`src/design/jlmp_pkg.sv`:
```
// ----------------------------------------------------------------------------
// jlmp_pkg: shared types, codes and helpers for the motion profile block
// Holds the value format, the request kinds, the register indexes, the
// sequencer states and the saturating helpers.
// ----------------------------------------------------------------------------
package jlmp_pkg;

	localparam int VW = 32;
	localparam int FB = 16;
	localparam int CW = VW - 1;

	typedef logic signed [VW-1:0] val_t;
	typedef logic [CW-1:0]        lim_t;
	typedef logic [FB-1:0]        dt_t;

	typedef enum logic [1:0] {
		KIND_TICK = 2'd0,
		KIND_GOAL = 2'd1,
		KIND_LOAD = 2'd2,
		KIND_NONE = 2'd3
	} kind_t;

	typedef enum logic [2:0] {
		REG_VEL_LIM  = 3'd0,
		REG_ACC_LIM  = 3'd1,
		REG_DEC_LIM  = 3'd2,
		REG_JERK_LIM = 3'd3,
		REG_POS_TOL  = 3'd4,
		REG_VEL_TOL  = 3'd5,
		REG_MIN_DT   = 3'd6,
		REG_MAX_DT   = 3'd7
	} reg_idx_t;

	typedef enum logic [3:0] {
		ST_IDLE,
		ST_SETCHK,
		ST_TICK0,
		ST_MVV,
		ST_MGG,
		ST_MBR,
		ST_TGT,
		ST_JRK,
		ST_MAV,
		ST_VNX,
		ST_MPS,
		ST_POS,
		ST_FIN,
		ST_EMIT
	} state_t;

	// Operands and sign request for the shared multiplier.
	typedef struct packed {
		logic [VW-1:0] a;
		logic [VW-1:0] b;
		logic          neg;
	} mul_req_t;

	localparam val_t VMAX = val_t'({1'b0, {CW{1'b1}}});
	localparam val_t VMIN = val_t'({1'b1, {CW{1'b0}}});

	// Saturate a value with two guard bits to the value range.
	function automatic val_t sat34(input logic signed [VW+1:0] x);
		val_t r;
		if (x > (VW+2)'(VMAX)) begin
			r = VMAX;
		end else if (x < (VW+2)'(VMIN)) begin
			r = VMIN;
		end else begin
			r = x[VW-1:0];
		end
		return r;
	endfunction

	// Negate when asked, saturating the single overflowing case.
	function automatic val_t neg_if(input val_t x, input logic n);
		logic signed [VW+1:0] e;
		e = (VW+2)'(x);
		return sat34(n ? -e : e);
	endfunction

	function automatic logic [VW:0] mag33(input logic signed [VW:0] x);
		return x[VW] ? (VW+1)'(-x) : (VW+1)'(x);
	endfunction

	function automatic logic [VW-1:0] mag32(input val_t x);
		return x[VW-1] ? VW'(-x) : VW'(x);
	endfunction

	function automatic val_t lim_val(input lim_t x);
		return val_t'({1'b0, x});
	endfunction

endpackage

```
`src/design/jlmp_mul.sv`:
```
// ----------------------------------------------------------------------------
// jlmp_mul: shared fixed-point multiplier
// Multiplies two magnitudes into a registered full product and derives the
// truncated, sign-applied and saturated fixed-point result from it.
// ----------------------------------------------------------------------------
module jlmp_mul (
	input  logic              clk,
	input  jlmp_pkg::mul_req_t req,
	output logic [63:0]       prod,
	output jlmp_pkg::val_t    q
);
	import jlmp_pkg::*;

	logic [2*VW-1:0] prod_s1;
	logic            neg_s1;
	logic [2*VW-FB-1:0] shr;
	logic [2*VW-FB-1:0] lim;
	logic [VW-1:0]   m;

	always_ff @(posedge clk) begin
		prod_s1 <= (2*VW)'(req.a) * (2*VW)'(req.b);
		neg_s1  <= req.neg;
	end

	// The negative side may reach one step further than the positive side.
	always_comb begin
		shr = prod_s1[2*VW-1:FB];
		lim = neg_s1 ? (2*VW-FB)'({1'b1, {CW{1'b0}}}) : (2*VW-FB)'({1'b0, {CW{1'b1}}});
		m   = (shr > lim) ? lim[VW-1:0] : shr[VW-1:0];
		q   = neg_s1 ? val_t'(-m) : val_t'(m);
	end

	assign prod = prod_s1;

endmodule

```
`config.mk`:
```
export PLATFORM = sky130hd
export DESIGN_NAME = jlmp_mul
export DESIGN_NICKNAME = d
export VERILOG_FILES = /design/src/design/jlmp_pkg.sv /design/src/design/jlmp_mul.sv
export SDC_FILE = /design/constraint.sdc
export NUM_CORES = 2
export LEC_CHECK = 0
export BUFFER_PORTS_ARGS = -buffer_cell sky130_fd_sc_hd__clkbuf_2
export CORE_MARGIN = 3
export CORE_UTILIZATION = 55
export CTS_BUF_LIST = sky130_fd_sc_hd__clkbuf_8
export DETAILED_ROUTE_END_ITERATION = 7
export PLACE_DENSITY = 0.72
export SYNTH_ARGS = -nofsm -noshare
export SYNTH_HDL_FRONTEND = slang
export SYNTH_SLANG_ARGS = --single-unit
```
`constraint.sdc`:
```
create_clock -name clk -period 12.5 [get_ports clk]
set_input_delay 2.5 -clock clk [delete_from_list [all_inputs] [get_ports clk]]
set_output_delay 2.5 -clock clk [all_outputs]
set_load 0.02 [all_outputs]
```
==> reports/qor.yml <==
slew_headroom_pct: 32.9
final.min_clock_period_ps: 10550
hpwl_um: 78900
vias: 27400
final_nets: 5302
synth.area.top_cells: "fa_1 (49%), ha_1 (10%), and2_1 (9.8%), inv_1 (9.2%), nand2_1 (5.2%)"
max_cap_violations: 0
n_antenna_cell: 0
nFillCells: 5763
fin_setup_tns_ps: 0
syn-num-nets: 5333
antenna_left: 0
drt_first_pass_iters: 6
wl_per_cell_um: 20.4
worstPathArrival_ps: 10820
cts_buffers: 9
drt-total-wl_um: 100000
synth_fa_ha_area_share_pct: 59.2
pre_cts_ws_ps: 1820
grt-ovfl-total: 0
first_iter_violations: 1792
yosys.area.top_type: "fa_1"
tightest_slew_ps: 1010
layout-drive-gt1-share_pct: 5.53
synth_xor_area_share_pct: 1.46
setup_viol_count_final: 0
gp_congestion: 0.920
die_w_um: 264
muxShareOfSynthArea_pct: 0.195
rsz0062_at_grt: "no"
critPathRequiredTime_ps: 12780
hp-class: "primary input to register"
synth_cells: 4075
io_buffers: 161
max_freq_ghz: 0.0948
end_kind: "register"
synth_compound_area_share_pct: 5.71
die_h_um: 264
cts_buffer_depth: 2
synthSimpleGateAreaFrac_pct: 18.3
critPathKind: "primary input to register"
synth_top_family_by_area: "adder cells"
synthArstFlopShare_pct: 0
status: "finished, final reports clean"
critPathMaxFanout: 32
ys_top_cells_by_count: "fa_1 (896), inv_1 (896), and2_1 (572), nand2_1 (511), ha_1 (296)"
die_area_um2: 69600
cts_resized: 0
grt_max_degree: 81
grt_pass1_wl_um: 163000
grt_pass1_vias: 29800
hold_viol_final: 0
grtUsageTotal_pct: 29.7
clock-sinks: 65
vias_per_cell: 5.58
netlist_area_um2: 36600
syn_avg_cell_area_um2: 8.98
cts_tree: "done"
synth_edf_count: 0
post-route-period-util_pct: 84.4
clockRootBuffer: "clkbuf_8"
clk_pin_slew_ps: 70
slew_viol_final: 0
cts_setup_buffers: 0
yosysWarnings: 0
synthDistinctLibCells: 67
start_util_pct: 56.1
ctsHoldBuffers: 0
ys.flop_type: "dfxtp_1"
synth.yosys.seq_area_share_pct: 3.56
row_count: 93
cp-start-kind: "primary input"
antenna_found_initial: 1
whs_ps: 2240
htreeDepth: 3
coreArea_um2: 65200
ioPinCount: 162
area_growth_pct: 3.96
synth_seq_cells: 65
yosysTopAreaCellShare_pct: 49.0
final.setup.worst_slack_ps: 1950
drc: 0
-- final timing paths --
check,from,end,slack (ps),cells after the start
max,req[49],prod[53]$_DFF_P_,1950,23
min,req[0],neg_s1$_DFF_P_,2240,1
-- registers in the layout (all words and copies together), names as in the netlist --
signal  cells
prod       64
neg_s1      1
-- metrics by stage --
stage | cells | cell area (um2) | util (%)
3_5_place_dp | 4888 | 37800 | 58.0
5_1_grt | 4904 | 38000 | 58.4
3_3_place_gp | 4888 | 37800 | 58.0
6_report | 4904 | 38000 | 58.4
4_1_cts | 4904 | 38000 | 58.4
2_1_floorplan | 4075 | 36600 | -
-- cells by family after synthesis --
family,after synthesis
XOR/XNOR,61
buffers and inverters,1132
multiplexers,7
flip-flops,65
adder cells (fa/ha/maj),1192
AO/OA/AOI/OAI,319
AND/OR/NAND/NOR,1299
-- cell usage in the layout, fill, tap and decap left out, drive strengths merged, types with 33 or more instances in the layout --
cell | netlist | layout
inv | 896 | 900
clkbuf | 232 | 171
buf | 4 | 33
o21ai | 56 | 56
dfxtp | 65 | 65
and2 | 573 | 573
fa | 896 | 896
xnor2 | 42 | 42
a21oi | 83 | 83
ha | 296 | 296
nand2 | 511 | 511
a21o | 44 | 44
nor2 | 66 | 66
-- final cells by class --
type | count | area, um2 | area share (%)
Inverter | 896 | 3360 | 8.85
Sequential cell | 65 | 1300 | 3.43
Clock buffer | 10 | 138 | 0.362
Multi-Input combinational cell | 2878 | 31000 | 81.6
Tap cell | 855 | 1070 | 2.81
Clock inverter | 6 | 70.1 | 0.184
Timing Repair Buffer | 194 | 1050 | 2.77
-- critical path, stage by stage --
cell      delay, ps
clkbuf_2        520
and2_1          390
fa_1            530
inv_1            50
fa_1            490
fa_1            460
fa_1            580
inv_1            60
fa_1            500
inv_1            60
fa_1            530
inv_1            50
fa_1            490
fa_1            420
ha_1            420
and2_1          270
nand3_1         140
a2111o_1        440
o21a_1          260
o311ai_1        720
a31oi_1         220
o41ai_1         450
xnor2_1         190
-- metal layers --
layer | track usage (%) | up-vias | share of wire, %
met5 | 0 | - | 0
met4 | 12.2 | 0 | 5.0
met3 | 4.70 | 271 | 6.9
met2 | 51.7 | 1057 | 51
met1 | 36.9 | 14000 | 38
li1 | - | 12000 | -
Power is not shown: default switching activity piles up to over one toggle a cycle in this logic, so the estimate is an artifact.
